===== config.mk =====
export PLATFORM = sky130hd
export DESIGN_NAME = hd_queue
export DESIGN_NICKNAME = d
export VERILOG_FILES = /design/src/rtl/core/hd_pkg.sv /design/src/rtl/core/hd_queue.sv
export SDC_FILE = /design/constraint.sdc
export NUM_CORES = 1
export LEC_CHECK = 0
export ABC_AREA = 0
export BUFFER_PORTS_ARGS = -buffer_cell sky130_fd_sc_hd__buf_2
export CELL_PAD_IN_SITES_DETAIL_PLACEMENT = 2
export CELL_PAD_IN_SITES_GLOBAL_PLACEMENT = 2
export CORE_ASPECT_RATIO = 0.9
export CORE_MARGIN = 2
export CORE_UTILIZATION = 36
export CTS_CLUSTER_SIZE = 24
export DETAILED_ROUTE_END_ITERATION = 10
export PLACE_DENSITY_LB_ADDON = 0.2
export SYNTH_ARGS = -nofsm -noshare
export SYNTH_HDL_FRONTEND = slang
export SYNTH_SLANG_ARGS = --single-unit

===== constraint.sdc =====
create_clock -name clk_i -period 13.9 [get_ports clk_i]
set_input_delay 4.17 -clock clk_i [delete_from_list [all_inputs] [get_ports clk_i]]
set_output_delay 4.17 -clock clk_i [all_outputs]
set_load 0.01 [all_outputs]

===== src/rtl/core/hd_pkg.sv =====
// ----------------------------------------------------------------------------
// hd_pkg
// Shared types and constants for the hyperboloid distance block.
// ----------------------------------------------------------------------------
package hd_pkg;

  localparam int unsigned AccW  = 40;
  localparam int unsigned CoordW = 16;
  localparam int unsigned DistW = 24;
  localparam int unsigned CurvW = 16;

  localparam logic [AccW-1:0] OneQ24 = 40'd16777216;
  localparam logic [31:0]     Ln2Q32 = 32'd2977044472;
  localparam logic [15:0]     CurvReset = 16'd4096;

  localparam logic RegCurv = 1'b0;

  typedef struct packed {
    logic [AccW-1:0]        norm_a;
    logic [AccW-1:0]        norm_b;
    logic signed [AccW-1:0] dot;
  } pair_t;

endpackage


===== src/rtl/core/hd_queue.sv =====
// ----------------------------------------------------------------------------
// hd_queue
// Two-entry queue of finished pairs between front and back.
// ----------------------------------------------------------------------------
module hd_queue (
  input  logic          clk_i,
  input  logic          rst_ni,
  input  logic          push_i,
  input  hd_pkg::pair_t pair_i,
  input  logic          pop_i,
  output hd_pkg::pair_t pair_o,
  output logic [1:0]    count_o
);
  import hd_pkg::*;

  pair_t      mem_q [2];
  logic       wr_q, rd_q;
  logic [1:0] cnt_q;

  always_ff @(posedge clk_i) begin
    if (push_i) begin
      mem_q[wr_q] <= pair_i;
    end
  end

  always_ff @(posedge clk_i or negedge rst_ni) begin
    if (!rst_ni) begin
      wr_q <= 1'b0;
      rd_q <= 1'b0;
      cnt_q <= '0;
    end else begin
      if (push_i) wr_q <= ~wr_q;
      if (pop_i) rd_q <= ~rd_q;
      cnt_q <= cnt_q + {1'b0, push_i} - {1'b0, pop_i};
    end
  end

  assign pair_o = mem_q[rd_q];
  assign count_o = cnt_q;

endmodule


==> Word-level counts from Yosys, hierarchy flattened <==
Memories as Yosys holds them, arrays and structs flattened.
Cells that the tools add are included.
{ "totals": {"in_bits": 124, "wordCells": 10, "output_inout_bits": 122, "ff_bits": 4, "ramBits": 240, "memories": 1} }
{ "memory_table": {"columns": ["memory", "depth", "word_bits", "read_ports", "rd_ports_with_merged_regs", "write_ports", "line", "source"], "rows": [
  ["mem_q", 2, 120, 1, 0, 1, "hd_queue.sv:16", "pair_t mem_q [2];"]
]} }
{ "op_classes": {"muxes": 2, "bitwise": 2, "n_addsub": 2} }
{ "op_table": {"columns": ["operator", "count"], "rows": [
  ["$add A2 B1 Y2", 1],
  ["$mux W1", 2],
  ["$not A1 Y1", 2],
  ["$sub A2 B1 Y2", 1]
]} }

==> Longest topological paths before layout <==
{ "depth": {"depth_word": 2, "ltp_mapped": 5, "mapped_depth_nobuf": 5} }

==> Least setup slack after synthesis <==
OpenSTA, ideal clock, no wires.
{ "synth_path": {"kind": "input to register", "start": "in push_i", "end": "mem mem_q[0][0] (netlist name) (enable)", "t_arrival_ps": 9376, "setup_ps": 615, "path_slack_ps": 3909, "stages": 1, "path_cell_list": "nor2b_1"} }
{ "synth_between": {"elab_chain_cells": 2} }
{ "synth_lines": {"columns": ["item", "line", "source"], "rows": [
  ["start: declaration", "hd_queue.sv:8", "input logic push_i,"],
  ["$mux W1", "hd_queue.sv:21", "if (push_i) begin"],
  ["$mux W1 (implied by the code)", "hd_queue.sv:22", "mem_q[wr_q] <= pair_i;"],
  ["end: declaration", "hd_queue.sv:16", null]
]} }
Every way passes these cells.

==> reports/results.tsv <==
stage	metric	value	unit
yosys	yosys_warnings	0	
floorplan	io_pins	246	
timing	setup_ws	6.77	ns
cts	post_cts_buffers	0	
cts	cts_buffers	27	
setup_path	required	9.73	ns
timing	fin_crit_sh	0.513	
setup_path	cp.arrival	2.96	ns
setup_path	rr_endpoint	mem_q[1][44]	
cells_and_area	n_fill_cell	2298	
floorplan	dieArea	25900	sq um
timing	fmax	140	MHz
floorplan	die_w	169	um
global_routing	grt_pass1_vias	5221	
setup_path	crit_path_cell_trace	buf_4, mux2_2, buf_2	
floorplan	initial_utilization	0.366	
setup_path	crit_path_top_delay_cell	buf_4	
timing	fin_skew	0.00828	ns
setup_path	cp_max_fo	74	
worst_hold_path	hp-start	wr_q	
power_and_ir_drop	ir_drop	0.0000971	V
timing	max_slew_margin	0.252	
floorplan	core-area	24300	sq um
yosys	syn_area	8870	sq um
drt	avgRoutedWirePerCell	20.5	um
timing	rsz0062_at_grt	no	
drt	vias	4618	
timing	hold_ws	0.549	ns
setup_path	crit_type	register to output port	
setup_path	r2r_cells	2	
setup_path	worstSetupStartpointType	register	
timing	min_period	7.13	ns
outcome	outcome	completed	
power_and_ir_drop	power.density	206	nW/um^2
cts	cts_sinks	244	
timing	tightest_slew	1.12	ns
drt	antenna_left	0	
yosys	postSynthRegisterBits	244	
yosys	syn_avg_cell_area	23.0	sq um
timing	hold_violations	0	
timing	fin_tns_setup	0	ns
cts	cts-root-buf	clkbuf_16	
global_routing	antenna_found_initial	7	
floorplan	fp.dieH	153	um
timing	setup_viol	0	
cells_and_area	nNetsFinal	777	
yosys	synthDistinctLibCells	12	
global_routing	grt_pass1_wl	30.4	mm
job	maxCapViolations	0	
place	gp_congestion	0.727	
worst_hold_path	hold_class	register to register	
setup_path	cp-end-kind	output port	
place	portBuffers	245	
global_routing	grt_max_degree	81	
drt	via_per_inst	4.72	
cts	clk_latency	0.51	ns
drt	drtIter0Drc	274	
cts	htree_levels	1	
timing	drv_slew	0	
cts	clk_pin_slew	0.06	ns
cts	cts.path.max_buffers	3	
worst_hold_path	hold_depth	1	
cts	hold_buffers	0	
drt	drt_wl_total	20.1	mm
place	dpl_worst_slack	7.28	ns
place	dp_hpwl	13.4	mm
yosys	netlist_instances	386	
cts	cts.repair.resized	0	
worst_hold_path	worst_hold_path.endpoint	wr_q	
setup_path	r2r-start	wr_q	
power_and_ir_drop	finalPower	0.00231	W
cells_and_area	layout-drive-gt1-share	0.604	
cells_and_area	area_growth_syn_to_layout	26.5	%
yosys	ys_seq_area_frac	0.824	
global_routing	grt_usage	0.153	
power_and_ir_drop	p_leak	4.21	nW
cells_and_area	seqCellArea	7310	sq um
global_routing	overflow	0	
drt	drcViolationCount	0	
setup_path	slowest_delay	0.88	ns
yosys	syn_nets	512	
setup_path	r2r_slack	11.47	ns
floorplan	rows	54	
cells_and_area	multiInputGateArea	1440	sq um
drt	drt_first_pass_iters	4	
cts	cts_tree	done	
## kinds of logic after synthesis
| family | count (synthesis) | synth area share |
|---|---|---|
| AND/OR/NAND/NOR | 2 | 0.00141 |
| XOR/XNOR | 3 | 0.00466 |
| buffers and inverters | 15 | 0.0148 |
| multiplexers | 120 | 0.152 |
| flip-flops | 244 | 0.824 |
| adder cells (fa/ha/maj) | 2 | 0.00282 |
## worst max-delay path, delay by kind of cell, from the launching register on
kind / cells / cell delay [ns]
buf+inv: 2 / 1.03
mux: 1 / 0.45
flops: 1 / 0.85
## cell type report
cell class / count / share of cell area
flip-flops and latches: 244 / 0.652
multi-input cells: 127 / 0.128
repair buffers: 249 / 0.112
clock buffers: 34 / 0.0626
well taps: 308 / 0.0344
clock inverters: 13 / 0.00971
inverters: 2 / 0.000669
diodes: 2 / 0.000446
## flip-flops by register name, summed over array words and instances (netlist names)
name and count:
count_o 2, wr_q 1, mem_q 240, rd_q 1
## power breakdown
| part | total, W | switching [W] | internal [W] |
|---|---|---|---|
| Sequential | 0.00104 | 0.0000614 | 0.000979 |
| Clock | 0.000659 | 0.000268 | 0.000391 |
| Combinational | 0.000611 | 0.000329 | 0.000282 |
| Total | 0.00231 | 0.000659 | 0.00165 |
## synth_stat cells (all sizes together)
cell	n	area (sq um)
and2	1	6.26
buf	13	124
dfrtp	4	100
edfxtp	240	7210
ha	2	25.0
inv	2	7.51
mux2	120	1350
nor2b	1	6.26
xor2	2	17.5
xor3	1	23.8
## worst max path at each step
stage	start	end	slack (ns)
6_report	rd_q	pair_o[104]	6.77
3_3_place_gp	rd_q	pair_o[104]	7.32
4_1_cts	rd_q	pair_o[7]	6.70
5_1_grt	rd_q	pair_o[104]	6.58
2_1_floorplan	push_i	mem_q[0][0]	3.91
3_5_place_dp	rd_q	pair_o[7]	7.28
## through the flow
step / util / instances / area, sq um
after floorplan: - / 386 / 8870
after global placement: 0.429 / 930 / 10400
after detailed placement: 0.429 / 930 / 10400
after CTS: 0.462 / 977 / 11200
after global routing: 0.462 / 977 / 11200
final: 0.462 / 979 / 11200
## routing by layer
| layer | track usage | share of wire |
|---|---|---|
| met3 | 0.0528 | 0.082 |
| met1 | 0.196 | 0.41 |
| met4 | 0.0374 | 0.022 |
| met2 | 0.250 | 0.48 |
| met5 | 0 | 0.0024 |
## placed cells by master (no fill, tap or decap)
master / Yosys / routed
nor2b_4: 0 / 1
xor2_1: 2 / 2
dfrtp_4: 0 / 1
bufinv_16: 0 / 2
xor3_1: 1 / 1
clkbuf_16: 0 / 27
clkbuf_1: 0 / 7
ha_1: 2 / 2
clkinv_2: 0 / 2
inv_1: 2 / 2
and2_4: 0 / 1
dfrtp_1: 4 / 3
mux2_2: 120 / 120
inv_6: 0 / 1
diode_2: 0 / 2
edfxtp_1: 240 / 240
buf_2: 3 / 245
clkinv_1: 0 / 8
buf_4: 1 / 4
Note: power is estimated with default switching activity, not from simulation.
