<file path="src/rtl/core/hd_pkg.sv">
// ----------------------------------------------------------------------------
// hd_pkg
// Shared types and constants for the hyperboloid distance block.
// ----------------------------------------------------------------------------
package hd_pkg;

  localparam int unsigned AccW  = 40;
  localparam int unsigned CoordW = 16;
  localparam int unsigned DistW = 24;
  localparam int unsigned CurvW = 16;

  localparam logic [AccW-1:0] OneQ24 = 40'd16777216;
  localparam logic [31:0]     Ln2Q32 = 32'd2977044472;
  localparam logic [15:0]     CurvReset = 16'd4096;

  localparam logic RegCurv = 1'b0;

  typedef struct packed {
    logic [AccW-1:0]        norm_a;
    logic [AccW-1:0]        norm_b;
    logic signed [AccW-1:0] dot;
  } pair_t;

endpackage

</file>
<file path="src/rtl/core/hd_front.sv">
// ----------------------------------------------------------------------------
// hd_front
// Accumulates norms and dot product, hands finished pairs downstream.
// ----------------------------------------------------------------------------
module hd_front #(
  parameter int unsigned DIMENSIONS = 10
) (
  input  logic                 clk_i,
  input  logic                 rst_ni,
  input  logic                 accept_i,
  input  logic signed [15:0]   coord_first_i,
  input  logic signed [15:0]   coord_second_i,
  input  logic                 last_coord_i,
  output logic                 push_o,
  output hd_pkg::pair_t        pair_o
);
  import hd_pkg::*;

  localparam int unsigned CntW = (DIMENSIONS > 1) ? $clog2(DIMENSIONS) : 1;
  localparam logic [CntW-1:0] CntLast = CntW'(DIMENSIONS - 1);

  logic [CntW-1:0]        cnt_q, cnt_d;
  logic [AccW-1:0]        na_q, na_d, nb_q, nb_d;
  logic signed [AccW-1:0] cr_q, cr_d;
  logic signed [31:0]     paa, pbb, pab;
  logic [AccW-1:0]        na_sum, nb_sum;
  logic signed [AccW-1:0] cr_sum;
  logic                   pair_end;

  always_comb begin
    paa = coord_first_i * coord_first_i;
    pbb = coord_second_i * coord_second_i;
    pab = coord_first_i * coord_second_i;
    na_sum = na_q + {{(AccW-32){1'b0}}, paa};
    nb_sum = nb_q + {{(AccW-32){1'b0}}, pbb};
    cr_sum = cr_q + {{(AccW-32){pab[31]}}, pab};
    pair_end = last_coord_i || (cnt_q == CntLast);
    push_o = accept_i && pair_end;
    pair_o = '{norm_a: na_sum, norm_b: nb_sum, dot: cr_sum};
    cnt_d = cnt_q;
    na_d = na_q;
    nb_d = nb_q;
    cr_d = cr_q;
    if (accept_i) begin
      if (pair_end) begin
        cnt_d = '0;
        na_d = OneQ24;
        nb_d = OneQ24;
        cr_d = '0;
      end else begin
        cnt_d = cnt_q + 1'b1;
        na_d = na_sum;
        nb_d = nb_sum;
        cr_d = cr_sum;
      end
    end
  end

  always_ff @(posedge clk_i or negedge rst_ni) begin
    if (!rst_ni) begin
      cnt_q <= '0;
      na_q <= OneQ24;
      nb_q <= OneQ24;
      cr_q <= '0;
    end else begin
      cnt_q <= cnt_d;
      na_q <= na_d;
      nb_q <= nb_d;
      cr_q <= cr_d;
    end
  end

endmodule

</file>
<file path="config.mk">
export PLATFORM = sky130hd
export DESIGN_NAME = hd_front
export DESIGN_NICKNAME = d
export VERILOG_FILES = /design/src/rtl/core/hd_pkg.sv /design/src/rtl/core/hd_front.sv
export SDC_FILE = /design/constraint.sdc
export NUM_CORES = 2
export LEC_CHECK = 0
export ABC_AREA = 1
export BUFFER_PORTS_ARGS = -buffer_cell sky130_fd_sc_hd__buf_4
export CORE_MARGIN = 2
export CORE_UTILIZATION = 40
export CTS_CLUSTER_DIAMETER = 60
export DETAILED_ROUTE_END_ITERATION = 10
export HOLD_SLACK_MARGIN = 0.02
export PLACE_DENSITY = 0.57
export SLEW_MARGIN = 20
export SYNTH_ARGS = -nofsm -noshare
export SYNTH_HDL_FRONTEND = slang
export SYNTH_SLANG_ARGS = --single-unit
</file>
<file path="constraint.sdc">
create_clock -name clk_i -period 9.1 [get_ports clk_i]
set_input_delay 0.455 -clock clk_i [delete_from_list [all_inputs] [get_ports clk_i]]
set_output_delay 0.455 -clock clk_i [all_outputs]
set_load 0.02 [all_outputs]
</file>
# [Word level (Yosys, flattened, before mapping)]
# Index checks and enable logic that the tools add are counted.
[classes] addsub=4 eq_ne=1 multipliers=3 mux=4 reduce_logical=2
[ops] operator="$mux W40" n=3
[ops] operator="$mul A16 B16 Y32" n=3
[ops] operator="$add A40 B32 Y40" n=2
[ops] operator="$add A40 B40 Y40" n=1
[ops] operator="$add A4 B1 Y4 const B" n=1
[ops] operator="$eq A4 B4 Y1 const B" n=1
[ops] operator="$mux W4" n=1
[ops] operator="$logic_and A1 B1 Y1" n=1
[ops] operator="$logic_or A1 B1 Y1" n=1
[word_totals] in_bits=36 word_cells=18 ff_bits=124 out_inout_bits=121

# [Depth between registers and ports, before layout]
[logic_depth] depth_word=3 ltp_mapped=42 depth_no_buf=40

# [Least setup slack after synthesis]
# No wires, ideal clock.
[synth_timing] kind="input to output" startpoint="input port coord_second_i[1]" endpoint="output port pair_o[37] (netlist bit)" setup_slack_ns=1.580 path_buffers=2 arrival_ns=7.065 required_time_ns=8.645 path_stages=33 cell_sequence="clkbuf_1 -> clkbuf_1 -> nand2_1 -> inv_1 -> fa_1 -> fa_1 -> fa_1 -> fa_1 -> fa_1 -> inv_1 -> fa_1 -> inv_1 -> ha_1 -> nand2_1 -> inv_1 -> a21oi_1 -> nand2_1 -> nand2_1 -> nand2_1 -> nor2_1 -> nand3_1 -> nand2_1 -> ha_1 -> nand2_1 -> inv_1 -> nand2_1 -> nand3_1 -> a21oi_1 -> o21ai_0 -> a21oi_1 -> nand3_1 -> nand2_1 -> and2_1"
[synth_lines] element="start: declaration" line_no="hd_front.sv:12" rtl="input logic signed [15:0] coord_second_i,"
[synth_lines] element="end: declaration" line_no="hd_front.sv:15" rtl="output hd_pkg::pair_t pair_o"

==> metrics.log <==
INFO  metric numCtsBuffers = 17
INFO  metric worst_path_max_delay_cell = sky130_fd_sc_hd__fa_1
INFO  metric timing.setup.tns = 0 ns
INFO  metric hold_path_class = in -> reg
INFO  metric route.vias.total = 34400
INFO  metric area.sequential = 0.00311 mm²
INFO  metric min_period = 8.62 ns
INFO  metric synth_nets = 6692
INFO  metric post_detailed_route_via_to_cell_ratio = 4.89
INFO  metric ctsHtreeMaxLevel = 4
INFO  metric drive_gt1_share = 6.49%
INFO  metric first_global_vias = 36300
INFO  metric critPathMaxStageDelay = 0.70 ns
INFO  metric routed.top_layer = met5
INFO  metric nNetsFinal = 6767
INFO  metric globalRoute.totalOverflow = 0
INFO  metric setup.worst_path.end_class = primary output
INFO  metric wl_per_cell = 17.1 µm
INFO  metric hpwlAfterDp = 101000 µm
INFO  metric cp.required = 8.65 ns
INFO  metric area_taken_by_multi_input_logic_gates = 0.0324 mm²
INFO  metric die_y_extent = 327 µm
INFO  metric fmax = 0.116 GHz
INFO  metric worstPathArrival = 8.17 ns
INFO  metric num_io_pins = 157
INFO  metric number_of_enable_flip_flop_cells_after_synthesis = 0
INFO  metric initialDrtViolationCount = 2072
INFO  metric ys.flop_type = sky130_fd_sc_hd__dfrtp_1
INFO  metric grt_first_pass_wirelength = 197000 µm
INFO  metric synth.area.top_cells = sky130_fd_sc_hd__fa_1 35%, sky130_fd_sc_hd__inv_1 13%, sky130_fd_sc_hd__nand2_1 11%
INFO  metric seq_area_frac_synth = 7.45%
INFO  metric route.met2.wl = 58100 µm
INFO  metric antenna_found_initial = 6
INFO  metric grt_setup_unrepaired = false
INFO  metric mostFrequentLayoutCells = 1491 x sky130_fd_sc_hd__inv_1, 1269 x sky130_fd_sc_hd__nand2_1, 736 x sky130_fd_sc_hd__fa_1
INFO  metric path_common_cell = sky130_fd_sc_hd__fa_1
INFO  metric cap_viol_max_count = 0
INFO  metric clock-root-buffer = sky130_fd_sc_hd__clkbuf_16
INFO  metric slew_viol_final = 0
INFO  metric yosys.area.top_type_share = 35.4%
INFO  metric syn-cell-area = 0.0417 mm²
INFO  metric clock-sinks = 124
INFO  metric post_synth_inst_count = 5553
INFO  metric synth_area_leader_cell = sky130_fd_sc_hd__fa_1
INFO  metric status = finished clean
INFO  metric asyncSetResetFlopFracSynth = 100%
INFO  metric setup_crit_path_kind = in -> out
INFO  metric type_of_element_launching_the_critical_path = input pin
INFO  metric final_min_period_over_clock_period = 94.7%
INFO  metric ctsLongestPathBuffers = 2
INFO  metric gpl.final_weighted_congestion = 0.955
INFO  metric number_of_antenna_violating_nets_in_the_routed_design = 0
INFO  metric clk-insertion-delay-late = 0.50 ns
INFO  metric row_count = 118
INFO  metric critPathMaxFanout = 20
INFO  metric synth.yosys.warnings = 0
INFO  metric avgSynthCellArea = 7.50 µm²
INFO  metric filler_cell_count = 10900
INFO  metric worst_clock_skew = 0.0177 ns
INFO  metric final_hold_viols = 0
INFO  metric initial_core_util = 40.3%
INFO  metric timing.slew.headroom = 22.7%
INFO  metric placement.cell_area = 0.0443 mm²
INFO  metric wirelength = 120000 µm
INFO  metric die_width = 327 µm
INFO  metric detail_route.wirelength.met1 = 55300 µm
INFO  metric layout.cells.most_common = sky130_fd_sc_hd__inv_1
INFO  metric synthToLayoutAreaGrowth = 7.92%
INFO  metric finalInstanceArea = 0.0450 mm²
INFO  metric tritoncts = built
INFO  metric cts.clk_slew.worst_paths = 0.06 ns
INFO  metric final-setup-viol-count = 0
INFO  metric netlist-cell-type-count = 58
INFO  metric grt_start_max_net_pins = 72
INFO  metric detail_route.drc_violations = 0
INFO  metric gr-usage-all-layers = 23.3%
INFO  metric ys_ff_latch = 124
INFO  metric die_outline_area = 0.107 mm²
INFO  metric firstDrtPassIters = 5
INFO  metric port_buffers = 156
INFO  metric area_of_the_core = 0.103 mm²
INFO  metric worst_margin_pin_slew = 1.16 ns
INFO  metric met3WireLength = 4790 µm
-- per-stage QoR --
step                instances  setup WS, ns  hold WS, ns  utilization, %
global placement         6988         0.455        0.470            42.9
finish                   7023         0.478        0.364            43.5
CTS                      7021         0.426        0.323            43.5
global route             7023        0.0155        0.371            43.5
detailed placement       6988         0.429        0.476            42.9
floorplan                5553          1.58        0.159               -
-- cell type report --
cell class              count  area share, %
flip-flops and latches    124           6.91
multi-input cells        3784           72.1
repair buffers            195           3.27
inverters                1506           12.6
diodes                      2         0.0111
clock inverters            13          0.312
clock buffers              19          0.985
well taps                1380           3.84
-- registers in the layout, indices dropped and copies added, names as in the netlist --
signal	cells
cr_q	40
nb_q	40
cnt_q	4
na_q	40
-- worst max-delay path: cells and delay by family --
kind            cells  cell delay, ns
fa+ha+maj           8            4.00
simple gates        8            1.18
buf+inv             7            1.13
compound gates      4            0.96
xor+xnor            2            0.44
-- final timing paths --
kind / startpoint / end / slack [ns] / cells past startpoint
hold reg to reg: na_q[29] / na_q[29] / 0.49 / 2
hold / removal: accept_i / nb_q[37] / 0.36 / 2
max in group asynchronous: rst_ni / na_q[27] / 7.22 / 3
setup / recovery: coord_second_i[2] / pair_o[67] / 0.48 / 29
min in group asynchronous: rst_ni / cr_q[34] / 0.58 / 2
setup reg to reg: cr_q[0] / cr_q[32] / 6.37 / 13
-- cell families after synthesis --
logic type	share of synthesized area [%]
mux	0.0240
buf+inv	14.8
xor+xnor	3.97
flops	7.45
simple gates	20.0
fa+ha+maj	46.4
compound gates	7.33
-- cells in the mapped netlist, types with 3 or more instances --
library cell / n
sky130_fd_sc_hd__nor3_1: 26
sky130_fd_sc_hd__nor4_1: 12
sky130_fd_sc_hd__buf_1: 4
sky130_fd_sc_hd__o21ai_0: 136
sky130_fd_sc_hd__and3_1: 3
sky130_fd_sc_hd__a22o_1: 32
sky130_fd_sc_hd__buf_2: 4
sky130_fd_sc_hd__dfrtp_1: 122
sky130_fd_sc_hd__inv_1: 1492
sky130_fd_sc_hd__clkbuf_1: 129
sky130_fd_sc_hd__o21ai_2: 10
sky130_fd_sc_hd__nor4_2: 3
sky130_fd_sc_hd__nand2_1: 1269
sky130_fd_sc_hd__nand3_2: 10
sky130_fd_sc_hd__nor2_1: 318
sky130_fd_sc_hd__fa_1: 737
sky130_fd_sc_hd__o211ai_1: 10
sky130_fd_sc_hd__xnor2_1: 46
sky130_fd_sc_hd__xor2_1: 126
sky130_fd_sc_hd__a21oi_1: 208
sky130_fd_sc_hd__nor3_2: 6
sky130_fd_sc_hd__o21ai_1: 11
sky130_fd_sc_hd__xor2_2: 9
sky130_fd_sc_hd__a31oi_1: 17
sky130_fd_sc_hd__nand4_1: 54
sky130_fd_sc_hd__o21a_1: 5
sky130_fd_sc_hd__a31o_2: 4
sky130_fd_sc_hd__o21bai_1: 26
sky130_fd_sc_hd__a21boi_0: 4
sky130_fd_sc_hd__a21oi_2: 9
sky130_fd_sc_hd__nand2_2: 32
sky130_fd_sc_hd__nor2_2: 17
sky130_fd_sc_hd__and2_1: 40
sky130_fd_sc_hd__nand3_1: 161
sky130_fd_sc_hd__ha_1: 366
sky130_fd_sc_hd__or2_2: 9
sky130_fd_sc_hd__inv_2: 12
sky130_fd_sc_hd__nand3b_1: 10
sky130_fd_sc_hd__a21o_1: 33
sky130_fd_sc_hd__or2_1: 6
-- layer usage --
metal | GRT usage [%] | up-vias
li1 | - | 16600
met1 | 32.7 | 16900
met2 | 39.1 | 713
met3 | 2.47 | 106
met4 | 4.58 | 8
met5 | 0 | -
-- repair_timing --
action                                  CTS  global route
endpoints found under the setup margin    0            14
endpoints found under the hold margin    21             0
hold buffers                              1             0
resized for setup                         0             9
setup buffers                             0             0
Power is not shown: default switching activity piles up to over one toggle a cycle in this logic, so the estimate is an artifact.
